File: src/rtl/core/futd_pkg.sv
// Package with the types and constants of the font unicode table decoder.
package futd_pkg;

    localparam logic [7:0] GLYPH_SEP_BYTE = 8'hFF;
    localparam logic [1:0] PEND_NONE      = 2'd0;
    localparam logic [1:0] PEND_ONE       = 2'd1;
    localparam logic [1:0] PEND_TWO       = 2'd2;
    localparam logic [1:0] PEND_THREE     = 2'd3;

    typedef struct packed {
        logic [7:0] table_byte;
        logic       last_byte;
    } t_in_item;

    typedef struct packed {
        logic [15:0] code_point;
        logic [15:0] glyph_index;
        logic        table_done;
    } t_out_item;

    typedef struct packed {
        logic [15:0] glyph_counter;
        logic [15:0] partial_code;
        logic [1:0]  bytes_pending;
    } t_dec_state;

endpackage

File: src/rtl/core/futd_decode.sv
// Combinational decode of one table byte against the current decoder state.
module futd_decode
    import futd_pkg::*;
(
    input  t_in_item   i_item,
    input  t_dec_state i_state,
    output t_dec_state o_state,
    output logic       o_emit,
    output t_out_item  o_result
);

    logic [7:0]  b;
    logic [15:0] cp;
    t_dec_state  upd;

    assign b = i_item.table_byte;

    always_comb begin
        upd    = i_state;
        cp     = 16'd0;
        o_emit = 1'b0;
        if (i_state.bytes_pending != PEND_NONE) begin
            // Continuation bytes are taken without checking their top bits.
            upd.partial_code  = {i_state.partial_code[9:0], b[5:0]};
            upd.bytes_pending = i_state.bytes_pending - 2'd1;
            if (i_state.bytes_pending == PEND_ONE) begin
                cp     = upd.partial_code;
                o_emit = 1'b1;
            end
        end else if (b == GLYPH_SEP_BYTE) begin
            upd.glyph_counter = i_state.glyph_counter + 16'd1;
        end else if (!b[7]) begin
            cp     = {8'd0, b};
            o_emit = 1'b1;
        end else if (!b[5]) begin
            upd.partial_code  = {11'd0, b[4:0]};
            upd.bytes_pending = PEND_ONE;
        end else if (!b[4]) begin
            upd.partial_code  = {12'd0, b[3:0]};
            upd.bytes_pending = PEND_TWO;
        end else if (!b[3]) begin
            upd.partial_code  = {13'd0, b[2:0]};
            upd.bytes_pending = PEND_THREE;
        end else begin
            // Bytes 0xB8 to 0xBF and 0xF8 to 0xFE yield code point zero.
            cp     = 16'd0;
            o_emit = 1'b1;
        end

        if (i_item.last_byte) begin
            o_state = '0;
        end else begin
            o_state = upd;
        end

        o_result.code_point  = cp;
        o_result.glyph_index = i_state.glyph_counter;
        o_result.table_done  = i_item.last_byte;
    end

endmodule

File: src/rtl/core/font_unicode_table_decoder_unit.sv
// Font unicode table decoder: turns table bytes into code point and glyph pairs.
//
// Input channel: one table byte per transfer, with a flag on the final byte.
// Output channel: one pair of code point and glyph index per completed code
// point; bytes that only advance the glyph counter or start or continue a sequence
// give no output transfer. Both channels use valid and stall.
// A byte is held in an input register, decoded combinationally against the glyph
// counter and partial code point, and the result lands in an output register.
// One byte is taken every cycle as long as the output side keeps up.
// The byte marked last returns the glyph counter and partial code point to
// zero once it is decoded.
// Synchronous active-low reset empties both registers and clears the state.
// When the receiver stalls with a result waiting, the input register still
// drains bytes that give no result; a byte that would give one waits, and the
// input stalls only while the input register is occupied by such a byte.
module font_unicode_table_decoder_unit
    import futd_pkg::*;
(
    input  logic      i_clk,
    input  logic      i_rst_n,
    input  logic      i_in_valid,
    input  t_in_item  i_in_data,
    output logic      o_in_stall,
    output logic      o_out_valid,
    output t_out_item o_out_data,
    input  logic      i_out_stall
);

    logic       r_in_valid;
    t_in_item   r_in;
    logic       r_out_valid;
    t_out_item  r_out;
    t_dec_state r_state;

    t_dec_state n_state;
    logic       dec_emit;
    t_out_item  dec_result;
    logic       out_free;
    logic       consume;
    logic       in_take;

    futd_decode u_decode (
        .i_item   (r_in),
        .i_state  (r_state),
        .o_state  (n_state),
        .o_emit   (dec_emit),
        .o_result (dec_result)
    );

    assign out_free   = !r_out_valid || !i_out_stall;
    // A byte leaves the input register when it yields nothing or the output
    // register can take its result.
    assign consume    = r_in_valid && (!dec_emit || out_free);
    assign o_in_stall = r_in_valid && !consume;
    assign in_take    = i_in_valid && !o_in_stall;

    assign o_out_valid = r_out_valid;
    assign o_out_data  = r_out;

    always_ff @(posedge i_clk) begin
        if (!i_rst_n) begin
            r_in_valid  <= 1'b0;
            r_out_valid <= 1'b0;
            r_state     <= '0;
        end else begin
            if (in_take) begin
                r_in_valid <= 1'b1;
            end else if (consume) begin
                r_in_valid <= 1'b0;
            end
            if (consume && dec_emit) begin
                r_out_valid <= 1'b1;
            end else if (!i_out_stall) begin
                r_out_valid <= 1'b0;
            end
            if (consume) begin
                r_state <= n_state;
            end
        end
    end

    always_ff @(posedge i_clk) begin
        if (in_take) begin
            r_in <= i_in_data;
        end
        if (consume && dec_emit) begin
            r_out <= dec_result;
        end
    end

    a_last_clears: assert property (@(posedge i_clk) disable iff (!i_rst_n)
        (consume && r_in.last_byte) |=> (r_state == '0))
        else $error("decoder state not cleared after the last table byte");

    a_seq_completes: assert property (@(posedge i_clk) disable iff (!i_rst_n)
        (consume && r_state.bytes_pending == PEND_ONE) |=> o_out_valid)
        else $error("completed sequence produced no output transfer");

    a_glyph_advance: assert property (@(posedge i_clk) disable iff (!i_rst_n)
        (consume && !r_in.last_byte && r_state.bytes_pending == PEND_NONE
         && r_in.table_byte == GLYPH_SEP_BYTE)
        |=> (r_state.glyph_counter == $past(r_state.glyph_counter) + 16'd1))
        else $error("glyph counter did not advance on a separator byte");

    a_no_spurious_out: assert property (@(posedge i_clk) disable iff (!i_rst_n)
        (!r_out_valid && !(consume && dec_emit)) |=> !o_out_valid)
        else $error("output valid raised without a decoded result");

endmodule
File: config.mk
export PLATFORM = sky130hd
export DESIGN_NAME = font_unicode_table_decoder_unit
export DESIGN_NICKNAME = d
export VERILOG_FILES = /design/src/rtl/core/futd_pkg.sv /design/src/rtl/core/futd_decode.sv /design/src/rtl/core/font_unicode_table_decoder_unit.sv
export SDC_FILE = /design/constraint.sdc
export NUM_CORES = 1
export LEC_CHECK = 0
export ABC_AREA = 1
export ABC_CLOCK_PERIOD_IN_PS = 3800
export BUFFER_PORTS_ARGS = -buffer_cell sky130_fd_sc_hd__buf_2
export CORE_ASPECT_RATIO = 2
export CORE_UTILIZATION = 63
export CTS_BUF_LIST = sky130_fd_sc_hd__clkbuf_2 sky130_fd_sc_hd__clkbuf_4 sky130_fd_sc_hd__clkbuf_8
export DETAILED_ROUTE_END_ITERATION = 10
export PLACE_DENSITY = 0.87
export SYNTH_ARGS = -nofsm -noshare
export SYNTH_HDL_FRONTEND = slang
export SYNTH_SLANG_ARGS = --single-unit
File: constraint.sdc
create_clock -name i_clk -period 3.8 [get_ports i_clk]
set_input_delay 0.57 -clock i_clk [delete_from_list [all_inputs] [get_ports i_clk]]
set_output_delay 0.57 -clock i_clk [all_outputs]
set_load 0.01 [all_outputs]
## Yosys cells after proc, flatten, opt, wreduce, memory -nomap -nowiden

Cells that the tools add are included.

| cells by class | value |
|---|---|
| add/sub/neg operators | 2 |
| reduce and logical (&&, ||, !) cells | 17 |
| eq/ne operators | 6 |
| multiplexer cells | 24 |

Operators with widths:

| kind | number |
|---|---|
| $mux W18 | 6 |
| $mux W16 | 5 |
| $mux W34 | 1 |
| $add A16 B1 Y16 const B | 1 |
| $mux W1 | 11 |
| $eq A8 B8 Y1 const B | 1 |
| $mux W7 | 1 |
| $reduce_bool A2 Y1 | 3 |
| $logic_not A1 Y1 | 5 |
| $ne A5 B4 Y1 const B | 1 |
| $logic_and A1 B1 Y1 | 4 |
| $reduce_and A4 Y1 | 1 |
| $ne A3 B2 Y1 const B | 1 |
| $reduce_and A3 Y1 | 1 |
| $reduce_bool A3 Y1 | 1 |
| $eq A2 B1 Y1 const B | 1 |
| $logic_or A1 B1 Y1 | 2 |
| $ne A2 B1 Y1 const B | 1 |
| $ne A2 B2 Y1 const B | 1 |
| $sub A2 B1 Y2 const B | 1 |

| word-level totals | value |
|---|---|
| output and inout port bits | 35 |
| bits in registers | 72 |

## Depth between registers and ports, before layout

Gate-level depths: netlist of the first run.

| depth | value |
|---|---|
| word-level depth | 14 |
| gate-level depth with buffers | 11 |
| mapped depth without buffers | 11 |

## Cells and area by module

From an unflattened synthesis of the first run, not the netlist that was laid out.

| unflattened totals | value |
|---|---|
| cells, all modules | 524 |
| area total of the unflattened synthesis | 4080.2 µm² |

By module, submodules not included:

| module | cells each | times used | area an instance (µm²) |
|---|---|---|---|
| font_unicode_table_decoder_unit | 279 | 1 | 2866.5 |
| futd_decode | 245 | 1 | 1213.7 |

## Worst setup path after synthesis of the first run

Ideal clock, no wire load.

| timing | value |
|---|---|
| path type | register -> register |
| start | register r_in[5] (netlist name) |
| end | register r_out (netlist bit o_out_data[0]), enable pin |
| cell stages (with the launch flop) | 8 |
| setup time | 0.388 ns |
| buffers on the path | 0 |
| slack | 1.833 ns |
| arrival | 1.580 ns |
| cells stage by stage | edfxtp_1 > nand2_1 > nor2_2 > nand2_2 > nand3_2 > nand2_4 > nand3_1 > inv_1 |

| on the way | value |
|---|---|
| longest elaborated chain between the ends | 9 |
| elaborated cells between the ends (all ways) | 10 |
| classes of those cells | eq/ne: 1; mux: 5; reduce/logical: 4 |

Ends and longest elaborated chain:

| element | line | text |
|---|---|---|
| start, declared | font_unicode_table_decoder_unit.sv:30 | `t_in_item r_in;` |
| start signal, assigned | font_unicode_table_decoder_unit.sv:84 | `r_in <= i_in_data;` |
| $mux W1 | futd_decode.sv:38 | `end else if (!b[4]) begin` |
| $mux W1 | futd_decode.sv:35 | `end else if (!b[5]) begin` |
| $mux W1 | futd_decode.sv:32 | `end else if (!b[7]) begin` |
| $mux W1 (*) | futd_decode.sv:30 | `end else if (b == GLYPH_SEP_BYTE) begin` |
| $mux W1 (*) | futd_decode.sv:22 | `if (i_state.bytes_pending != PEND_NONE) begin` |
| $logic_not A1 Y1 | font_unicode_table_decoder_unit.sv:53 | `assign consume = r_in_valid && (!dec_emit \|\| out_free);` |
| $logic_or A1 B1 Y1 | font_unicode_table_decoder_unit.sv:53 |  |
| $logic_and A1 B1 Y1 | font_unicode_table_decoder_unit.sv:53 |  |
| $logic_and A1 B1 Y1 (*) | font_unicode_table_decoder_unit.sv:86 | `if (consume && dec_emit) begin` |
| end signal, assigned | font_unicode_table_decoder_unit.sv:87 | `r_out <= dec_result;` |
| end, declared | font_unicode_table_decoder_unit.sv:32 | `t_out_item r_out;` |

Mark *: on every way between the ends. The rest lies on a longest branch, timed or not.
A chain may end at the register's enable or synchronous reset.

## Final worst setup path of the first run

| timing | value |
|---|---|
| start | register r_state[0] (netlist name) |
| end | output port o_in_stall |

| on the way | value |
|---|---|
| longest elaborated chain between the ends | 8 |
| elaborated cells between the ends (all ways) | 9 |
| classes of those cells | eq/ne: 1; mux: 2; reduce/logical: 6 |

Ends and longest elaborated chain:

| element | line | text |
|---|---|---|
| start, declared | font_unicode_table_decoder_unit.sv:33 | `t_dec_state r_state;` |
| start signal, assigned | font_unicode_table_decoder_unit.sv:77 | `r_state <= n_state;` |
| $eq A2 B1 Y1 | futd_decode.sv:26 | `if (i_state.bytes_pending == PEND_ONE) begin` |
| $mux W1 | futd_decode.sv:26 |  |
| $mux W1 (*) | futd_decode.sv:22 |  |
| $logic_not A1 Y1 (*) | font_unicode_table_decoder_unit.sv:53 |  |
| $logic_or A1 B1 Y1 (*) | font_unicode_table_decoder_unit.sv:53 |  |
| $logic_and A1 B1 Y1 (*) | font_unicode_table_decoder_unit.sv:53 |  |
| $logic_not A1 Y1 (*) | font_unicode_table_decoder_unit.sv:54 | `assign o_in_stall = r_in_valid && !consume;` |
| $logic_and A1 B1 Y1 (*) | font_unicode_table_decoder_unit.sv:54 |  |
| end, declared | font_unicode_table_decoder_unit.sv:23 | `output logic o_in_stall,` |

Marks and branches as above.

==> results.cfg, run 1 <==
[outcome]
status = complete, no violations

[clock_network]
cts_num_sinks = 72
post-cts-setup-buffers = 0
htreeDepth = 3
ctsResizeCount = 0
clk_latency_ns = 0.35
cts_tree = built
clock-root-buffer = clkbuf_8
cts_buffers = 9
cts_buffer_depth = 2
ctsHoldBuffers = 0
path_clk_slew_ns = 0.08

[sta]
finalClockSkew_ns = 0.00686
grt_setup_unrepaired = false
fin_setup_tns_ns = 0
setup_viol = 0
timing.hold.ws_ns = 0.400
hold_viol_final = 0
relSlewSlack_pct = 53.5
worst_slew_pin_slew_ns = 0.690
min_period_ns = 2.23
post-route-period-util_pct = 58.7
clock.fmax_ghz = 0.449
slew_violations = 0

[drt]
dr.max_layer_used = met4
wl_met2_mm = 3.82
detailedRoute.firstPassIterationCount = 5
viasPerCell = 5.42
antenna_left = 0
vias = 2552
drc = 0
wl_mm = 6.79
wire_per_inst_um = 14.4
drt-met1-wl_mm = 2.38
drt-initial-drc-count = 114
met3_length_um = 337

[power_and_ir_drop]
power_density_mw_per_mm2 = 413
p_leak_nw = 1.51
peakVddDrop_mv = 0.354
finalPower_mw = 1.49

[floorplan]
io_pins = 48
die-height_um = 102
rows = 36
core_area_mm2 = 0.00486
die_width_um = 52.2
start_util_pct = 65.4
dieArea_mm2 = 0.00535

[yosys]
avgSynthCellArea_um2 = 8.86
syn_nets = 373
syn_inst = 359
synth_area_mm2 = 0.00318
synth_cell_types = 31
synth-seq-cells = 72
yosys_warnings = 0
yosysSeqAreaShare_pct = 58.5

[final_layout]
fin_util_pct = 74.0
drive_above_1_share_pct = 18.6
nNetsFinal = 423
instances_no_fill = 471
antenna_cells = 0
syn2layout_area_growth_pct = 13.2

[job]
maxCapViolCount = 0

[placed_design]
place_inst = 455
place_congestion = 0.888
dp_hpwl_mm = 5.05
io_buffers = 47

[grt]
grt_max_degree = 28
grt_pass1_vias = 2445
grtUsageTotal_pct = 29.0
grt_antenna_before_repair = 0
gr-total-overflow = 0
grt_pass1_wl_mm = 11.0

[critical_path]
critPathMaxFanout = 11
required_ns = 3.23
start_kind = flop
arrival_ns = 1.66
worstSetupPathType = flop to primary output
worst_setup_path_end_kind = primary output

[worst_hold_path]
holdCritPathClass = primary input to flop
[flip-flops by register name, summed over array words and instances, names as in the netlist]
register     flops
r_in             9
o_out_data      33
r_in_valid       1
r_state         28
o_out_valid      1
[where the power goes]
| part | switching [mW] | internal (mW) |
|---|---|---|
| registers | 0.0189 | 0.852 |
| logic | 0.0779 | 0.0334 |
| clock network | 0.275 | 0.229 |
[per-layer routing]
| layer | global-route usage, % | up-vias |
|---|---|---|
| met5 | 0 | - |
| met4 | 16.0 | 0 |
| met3 | 8.18 | 23 |
| met2 | 52.8 | 92 |
| met1 | 28.0 | 1169 |
| li1 | - | 1268 |
[synthesized netlist by cell type]
cell type	count	area (um2)
clkbuf_1	4	15.0
xnor2_1	1	8.76
clkinv_2	1	5.00
o21ai_0	8	40.0
nor4_1	1	6.26
o21ai_4	1	16.3
nor2_1	46	173
edfxtp_1	42	1260
nand3_1	15	75.1
nand3_2	2	20.0
a211oi_1	1	7.51
o21ai_1	5	25.0
buf_6	2	22.5
nand2_8	1	20.0
nor2_2	1	6.26
nand3_4	1	17.5
inv_2	2	7.51
nand2_4	1	11.3
nand2_2	2	12.5
nand2_1	89	334
buf_2	1	5.00
a21oi_1	16	80.1
ha_1	1	12.5
nand4_1	18	113
dfxtp_1	30	601
inv_1	54	203
nor3b_1	1	7.51
a21oi_2	2	17.5
buf_4	2	15.0
nor3_1	7	35.0
nand3b_1	1	7.51
[critical path, cell delays in order (launching register included)]
cell and delay [ns]:
dfxtp_1 0.41, inv_2 0.07, nor2_1 0.12, inv_1 0.20, nand2_4 0.17, nand3_1 0.12
inv_1 0.09, buf_2 0.12
[area by class of cell]
| cell class | count | area, um2 |
|---|---|---|
| Sequential cell | 72 | 1860 |
| Fill cell | 394 | 1260 |
| Multi-Input combinational cell | 221 | 1050 |
| Timing Repair Buffer | 48 | 243 |
| Inverter | 57 | 215 |
| Clock buffer | 9 | 124 |
| Tap cell | 57 | 71.3 |
| Clock inverter | 7 | 38.8 |
[cell usage in the layout (no fill, tap or decap)]
master / netlist / layout
edfxtp_1: 42 / 42
nand2_8: 1 / 1
a211oi_1: 1 / 1
nand3_1: 15 / 15
inv_2: 2 / 2
buf_4: 2 / 1
nand3_4: 1 / 1
o21ai_0: 8 / 8
clkbuf_8: 0 / 9
o21ai_4: 1 / 1
xnor2_1: 1 / 1
clkinv_2: 1 / 5
o21ai_1: 5 / 5
nand3_2: 2 / 2
clkinvlp_4: 0 / 2
nor3_1: 7 / 7
nand2_1: 89 / 89
a21oi_2: 2 / 2
a21oi_1: 16 / 16
nand2_2: 2 / 2
nor3b_1: 1 / 1
nor2_1: 46 / 46
clkinv_1: 0 / 1
ha_1: 1 / 1
buf_2: 1 / 47
inv_1: 54 / 54
nand3b_1: 1 / 1
dfxtp_1: 30 / 30
nor2_2: 1 / 1
nand4_1: 18 / 18
nand2_4: 1 / 1
nor4_1: 1 / 1
[worst paths after layout]
kind                    endpoint          from  cells after the start  slack [ns]
setup / recovery      o_in_stall    r_state[0]                      7        1.57
hold / removal           r_in[3]  i_in_data[3]                      1        0.40
setup reg to reg   o_out_data[0]    r_state[0]                      7        1.72
hold reg to reg   o_out_data[15]   r_state[32]                      0        0.45
[per-stage QoR]
step                      worst slack [ns]  instance area (um2)
after floorplan                       1.83                 3180
after global placement                1.80                 3440
after detailed placement              1.71                 3440
after CTS                             1.57                 3600
after global routing                  1.42                 3600
final                                 1.57                 3600
[logic make-up (layout without fill, tap and decap cells)]
group / after synthesis / in the layout / share of synthesized area [%]
XOR/XNOR: 1 / 1 / 0.275
AND/OR/NAND/NOR: 186 / 186 / 26.4
flip-flops: 72 / 72 / 58.5
buffers and inverters: 66 / 121 / 8.58
adder cells (fa/ha/maj): 1 / 1 / 0.393
AO/OA/AOI/OAI: 33 / 33 / 5.86
Note: power is estimated with default switching activity, not from simulation.
==> inputs of run 2 (changes only) <==
--- a/config.mk
+++ b/config.mk
@@ -6,13 +6,13 @@
 export NUM_CORES = 1
 export LEC_CHECK = 0
 export ABC_AREA = 1
-export ABC_CLOCK_PERIOD_IN_PS = 3800
+export ABC_CLOCK_PERIOD_IN_PS = 2100
 export BUFFER_PORTS_ARGS = -buffer_cell sky130_fd_sc_hd__buf_2
 export CORE_ASPECT_RATIO = 2
-export CORE_UTILIZATION = 63
+export CORE_UTILIZATION = 59
 export CTS_BUF_LIST = sky130_fd_sc_hd__clkbuf_2 sky130_fd_sc_hd__clkbuf_4 sky130_fd_sc_hd__clkbuf_8
 export DETAILED_ROUTE_END_ITERATION = 10
-export PLACE_DENSITY = 0.87
+export PLACE_DENSITY = 0.82
 export SYNTH_ARGS = -nofsm -noshare
 export SYNTH_HDL_FRONTEND = slang
 export SYNTH_SLANG_ARGS = --single-unit
==> constraint.sdc (replaced) <==
create_clock -name i_clk -period 2.1 [get_ports i_clk]
set_input_delay 0.315 -clock i_clk [delete_from_list [all_inputs] [get_ports i_clk]]
set_output_delay 0.315 -clock i_clk [all_outputs]
set_load 0.01 [all_outputs]
==> run 2 against run 1 <==
Total power grew 93%. Setup slack lost 1.4 ns. Count of clock-buffer cells in the layout up 1. Clock power is 110% higher. Largest power group unchanged. Critical path type unchanged.
==> results.cfg, run 2 (same netlist as run 1, synthesis figures left out) <==
[floorplan]
die-height_um = 106
start_util_pct = 61.3
dieArea_mm2 = 0.00571
rows = 37
die_width_um = 53.9
core_area_mm2 = 0.00518
io_pins = 48

[job]
maxCapViolCount = 0

[grt]
grt_pass1_vias = 2502
grt_pass1_wl_mm = 11.1
grt_max_degree = 24
grt_antenna_before_repair = 0
grtUsageTotal_pct = 27.5
gr-total-overflow = 0

[drt]
viasPerCell = 5.48
vias = 2623
wire_per_inst_um = 14.0
detailedRoute.firstPassIterationCount = 5
wl_mm = 6.72
drc = 0
drt-initial-drc-count = 104
antenna_left = 0

[critical_path]
required_ns = 1.78
worstSetupPathType = flop to primary output
crit_start = r_in[5]
crit-reg2reg-launch = r_state[19]
critPathMaxFanout = 5
worst_setup_path_end_kind = primary output
arrival_ns = 1.61
start_kind = flop

[final_layout]
fin_util_pct = 71.1
regArea_mm2 = 0.00186
mostFrequentLayoutCell = nand2_1
instances_no_fill = 479
largest_register_ffs = 33
syn2layout_area_growth_pct = 15.9
multi_input_area_mm2 = 0.00105
nNetsFinal = 430
antenna_cells = 0
drive_above_1_share_pct = 20.2
nFillCells = 399
final_cell_mix = nand2_1, inv_1, buf_2, nor2_1, edfxtp_1

[sta]
relSlewSlack_pct = 47.8
grt_setup_unrepaired = false
post-route-period-util_pct = 91.7
worst_slew_pin_slew_ns = 0.774
setup_viol = 0
min_period_ns = 1.93
clock.fmax_ghz = 0.519
hold_viol_final = 0
layout_setup_ws_ns = 0.175
slew_violations = 0
fin_setup_tns_ns = 0
finalClockSkew_ns = 0.00955

[power_and_ir_drop]
power_density_mw_per_mm2 = 776
finalPower_mw = 2.86
peakVddDrop_mv = 0.688
p_leak_nw = 1.56

[clock_network]
cts_num_sinks = 72
clock-root-buffer = clkbuf_8
htreeDepth = 3
clk_latency_ns = 0.35
cts_buffer_depth = 2
cts_tree = built
cts_buffers = 9
path_clk_slew_ns = 0.07
post-cts-setup-buffers = 0

[placed_design]
io_buffers = 47
place_congestion = 0.884
place_ws_ns = 0.312
dp_hpwl_mm = 4.92
place_inst = 463

[worst_hold_path]
holdCritPathClass = primary input to flop
hold_path.startpoint = i_in_data[1]

[outcome]
status = complete, no violations
run 2: cell types whose count changed in the layout (fill, tap and decap cells not counted):
cell / delta
clkinv_2: -2
inv_1: -1
buf_4: +7
inv_2: +1
bufinv_16: +1
clkbuf_8: +1
run 2: power breakdown:
group	switching, mW	internal [mW]
sequential	0.0227	1.54
clock	0.503	0.572
combinational	0.154	0.0697
run 2: path summary, 6_finish.rpt:
path | end | slack (ns) | cells past startpoint
setup / recovery | o_in_stall | 0.17 | 8
hold / removal | r_in[1] | 0.14 | 1
setup reg to reg | r_state[30] | 0.28 | 10
hold reg to reg | o_out_data[15] | 0.42 | 0
run 2: area by class of cell:
cell class | count | share of cell area, %
clock buffer | 10 | 3.73
sequential | 72 | 50.5
timing repair buffer | 55 | 8.01
clock inverter | 6 | 1.59
tap | 58 | 1.97
multi-input combinational | 221 | 28.4
inverter | 57 | 5.84
run 2: stage by stage:
stage                     instance area, um2  hold slack, ns
after global routing                    3690           0.118
after global placement                  3490           0.420
after floorplan                         3180           0.408
final                                   3690           0.140
after detailed placement                3490           0.414
after CTS                               3690           0.123
run 2: per-layer routing:
layer	vias to the layer above	wire length, um	GRT usage [%]
li1	1278	-	-
met1	1218	2320	26.9
met2	94	3700	45.5
met3	33	306	8.37
met4	0	394	20.1
met5	-	0	0
run 2: what timing repair did:
item                                    4_1_cts  5_1_grt
hold buffers                                  0        0
endpoints found under the setup margin        0        1
gates resized for setup                       0        1
run 2: critical path: stages, from the launching register on:
cell and delay, ns:
edfxtp_1 0.47, nand2_1 0.12, nor2_2 0.05, nand2_2 0.09
nand3_2 0.09, nand2_4 0.10, nand3_1 0.13, inv_1 0.09
buf_2 0.13
==> inputs of run 3 (changes only) <==
--- a/config.mk
+++ b/config.mk
@@ -6,13 +6,13 @@
 export NUM_CORES = 1
 export LEC_CHECK = 0
 export ABC_AREA = 1
-export ABC_CLOCK_PERIOD_IN_PS = 2100
+export ABC_CLOCK_PERIOD_IN_PS = 1750
 export BUFFER_PORTS_ARGS = -buffer_cell sky130_fd_sc_hd__buf_2
 export CORE_ASPECT_RATIO = 2
-export CORE_UTILIZATION = 59
+export CORE_UTILIZATION = 53
 export CTS_BUF_LIST = sky130_fd_sc_hd__clkbuf_2 sky130_fd_sc_hd__clkbuf_4 sky130_fd_sc_hd__clkbuf_8
 export DETAILED_ROUTE_END_ITERATION = 10
-export PLACE_DENSITY = 0.82
+export PLACE_DENSITY = 0.78
 export SYNTH_ARGS = -nofsm -noshare
 export SYNTH_HDL_FRONTEND = slang
 export SYNTH_SLANG_ARGS = --single-unit
==> constraint.sdc (replaced) <==
create_clock -name i_clk -period 1.75 [get_ports i_clk]
set_input_delay 0.2625 -clock i_clk [delete_from_list [all_inputs] [get_ports i_clk]]
set_output_delay 0.2625 -clock i_clk [all_outputs]
set_load 0.01 [all_outputs]
==> run 3 against run 2 <==
Design area is 5.7% higher. Total power is 17% higher. Clock power is 8% higher. Clock skew is 0.0023 ns lower. Worst hold slack worse by 0.060 ns. Via count is 0.53% higher. Critical endpoint unchanged. Sequential share of layout area is 2.7 points lower. The flow now finishes with violations (design-rule violations). Die area is 11% higher. Wire length is 1.1% higher.
==> results.cfg, run 3 (same netlist as run 1, synthesis figures left out) <==
[placed_design]
place_area_mm2 = 0.00357
place_congestion = 0.911
io_buffers = 47
dp_hpwl_mm = 4.92

[power_and_ir_drop]
finalPower_mw = 3.36
p_leak_nw = 1.65
p_int_mw = 2.56
sequentialPowerShare_pct = 55.9
clkPwrFrac_pct = 34.7
power_density_mw_per_mm2 = 862
switchingPower_uw = 795
power_frac_comb_pct = 9.4
peakVddDrop_mv = 0.629
swShare_pct = 23.7

[final_layout]
nFillCells = 456
mostFrequentLayoutCell = nand2_1
nNetsFinal = 447
syn2layout_area_growth_pct = 22.5
final_area_mm2 = 0.00390
fin_util_pct = 67.7
regArea_mm2 = 0.00186
antenna_cells = 0
largest_register_ffs = 33
multi_input_area_mm2 = 0.00109
drive_above_1_share_pct = 25.6
final_cell_mix = nand2_1, inv_1, buf_2, nor2_1, edfxtp_1

[worst_hold_path]
holdCritPathClass = primary input to flop

[floorplan]
core_area_mm2 = 0.00576
rows = 39
die_width_um = 56.8
start_util_pct = 55.2
dieArea_mm2 = 0.00633
io_pins = 48
die-height_um = 112

[drt]
wire_per_inst_um = 13.6
drt-initial-drc-count = 84
detailedRoute.firstPassIterationCount = 7
viasPerCell = 5.28
vias = 2637
wl_mm = 6.80
antenna_left = 0
drc = 7

[clock_network]
clock-root-buffer = clkbuf_8
cts_tree = built
path_clk_slew_ns = 0.07
ctsHoldBuffers = 0
clk_latency_ns = 0.35
cts_num_sinks = 72
cts_buffer_depth = 2
htreeDepth = 3
cts_buffers = 9

[sta]
relSlewSlack_pct = 74.8
hold_viol_final = 0
worst_slew_pin_slew_ns = 0.376
slew_violations = 0
clock.fmax_ghz = 0.579
post-route-period-util_pct = 98.7
setup_viol = 0
grt_setup_unrepaired = true
min_period_ns = 1.73
fin_setup_tns_ns = 0
finalClockSkew_ns = 0.00729

[critical_path]
arrival_ns = 1.46
critPathMaxFanout = 4
start_kind = flop
required_ns = 1.49
worst_setup_path_end_kind = primary output
worstSetupPathType = flop to primary output

[grt]
grt_pass1_wl_mm = 11.4
grt_max_degree = 23
grtUsageTotal_pct = 24.2
gr-total-overflow = 0
grt_pass1_vias = 2587
grt_antenna_before_repair = 0

[job]
maxCapViolCount = 0

[outcome]
failed_checks = design-rule violations
status = finished with violations
==> run 3: changes by cell type in the layout (fill, tap and decap cells not counted), moves of 3 or more <==
cell,before,now
buf_6,0,4
nand3_1,15,12
clkbuf_4,0,3
buf_4,8,20
==> run 3: cell type report <==
| class | count | share of cell area, % |
|---|---|---|
| Tap cell | 61 | 1.96 |
| Timing Repair Buffer | 72 | 11.9 |
| Inverter | 57 | 5.62 |
| Sequential cell | 72 | 47.8 |
| Clock buffer | 13 | 4.11 |
| Multi-Input combinational cell | 221 | 28.1 |
| Clock inverter | 3 | 0.449 |
==> run 3: what timing repair did <==
item,in CTS,in global routing
buffers inserted,6,4
endpoints found under the setup margin,10,68
gates resized for setup,3,15
pin swaps,2,4
hold endpoints to repair,0,0
==> run 3: per-layer routing <==
layer / wire length (um) / GRT usage (%) / vias up
met3: 260 / 7.08 / 31
met4: 338 / 15.4 / 0
met1: 2380 / 22.9 / 1210
li1: - / - / 1321
met5: 0 / 0 / -
met2: 3820 / 43.7 / 75
==> run 3: per-stage QoR <==
stage                     std cells  hold WS, ns  setup slack, ns
after floorplan                 359        0.361           0.0356
after CTS                       495       0.0638          0.00371
after detailed placement        473        0.419         -0.00216
after global placement          473        0.418           0.0799
final                           499       0.0801           0.0230
after global routing            499       0.0558          -0.0659
==> run 3: final timing paths <==
path                    endpoint    startpoint  cells after the start  slack, ns
setup / recovery      o_in_stall       r_in[5]                      8       0.02
hold / removal           r_in[3]  i_in_data[3]                      1       0.08
setup reg to reg   o_out_data[9]       r_in[5]                      9       0.07
hold reg to reg   o_out_data[15]   r_state[32]                      0       0.45
==> run 3: power by group through the flow <==
stage | clock network (mW) | registers, mW | logic (mW)
4_1_cts | 1.20 | 1.88 | 0.302
6_report | 1.17 | 1.88 | 0.315
3_5_place_dp | 0 | 1.91 | 0.276
3_3_place_gp | 0 | 1.91 | 0.271
5_1_grt | 1.27 | 1.88 | 0.347
2_1_floorplan | 0 | 1.92 | 0.163
==> run 3: worst max-delay path, cell delays in order, from the launching register on <==
cell	delay [ns]
edfxtp_1	0.44
nand2_1	0.12
nor2_2	0.05
nand2_2	0.07
nand3_2	0.08
nand2_4	0.10
nand3_4	0.08
inv_2	0.07
buf_6	0.09
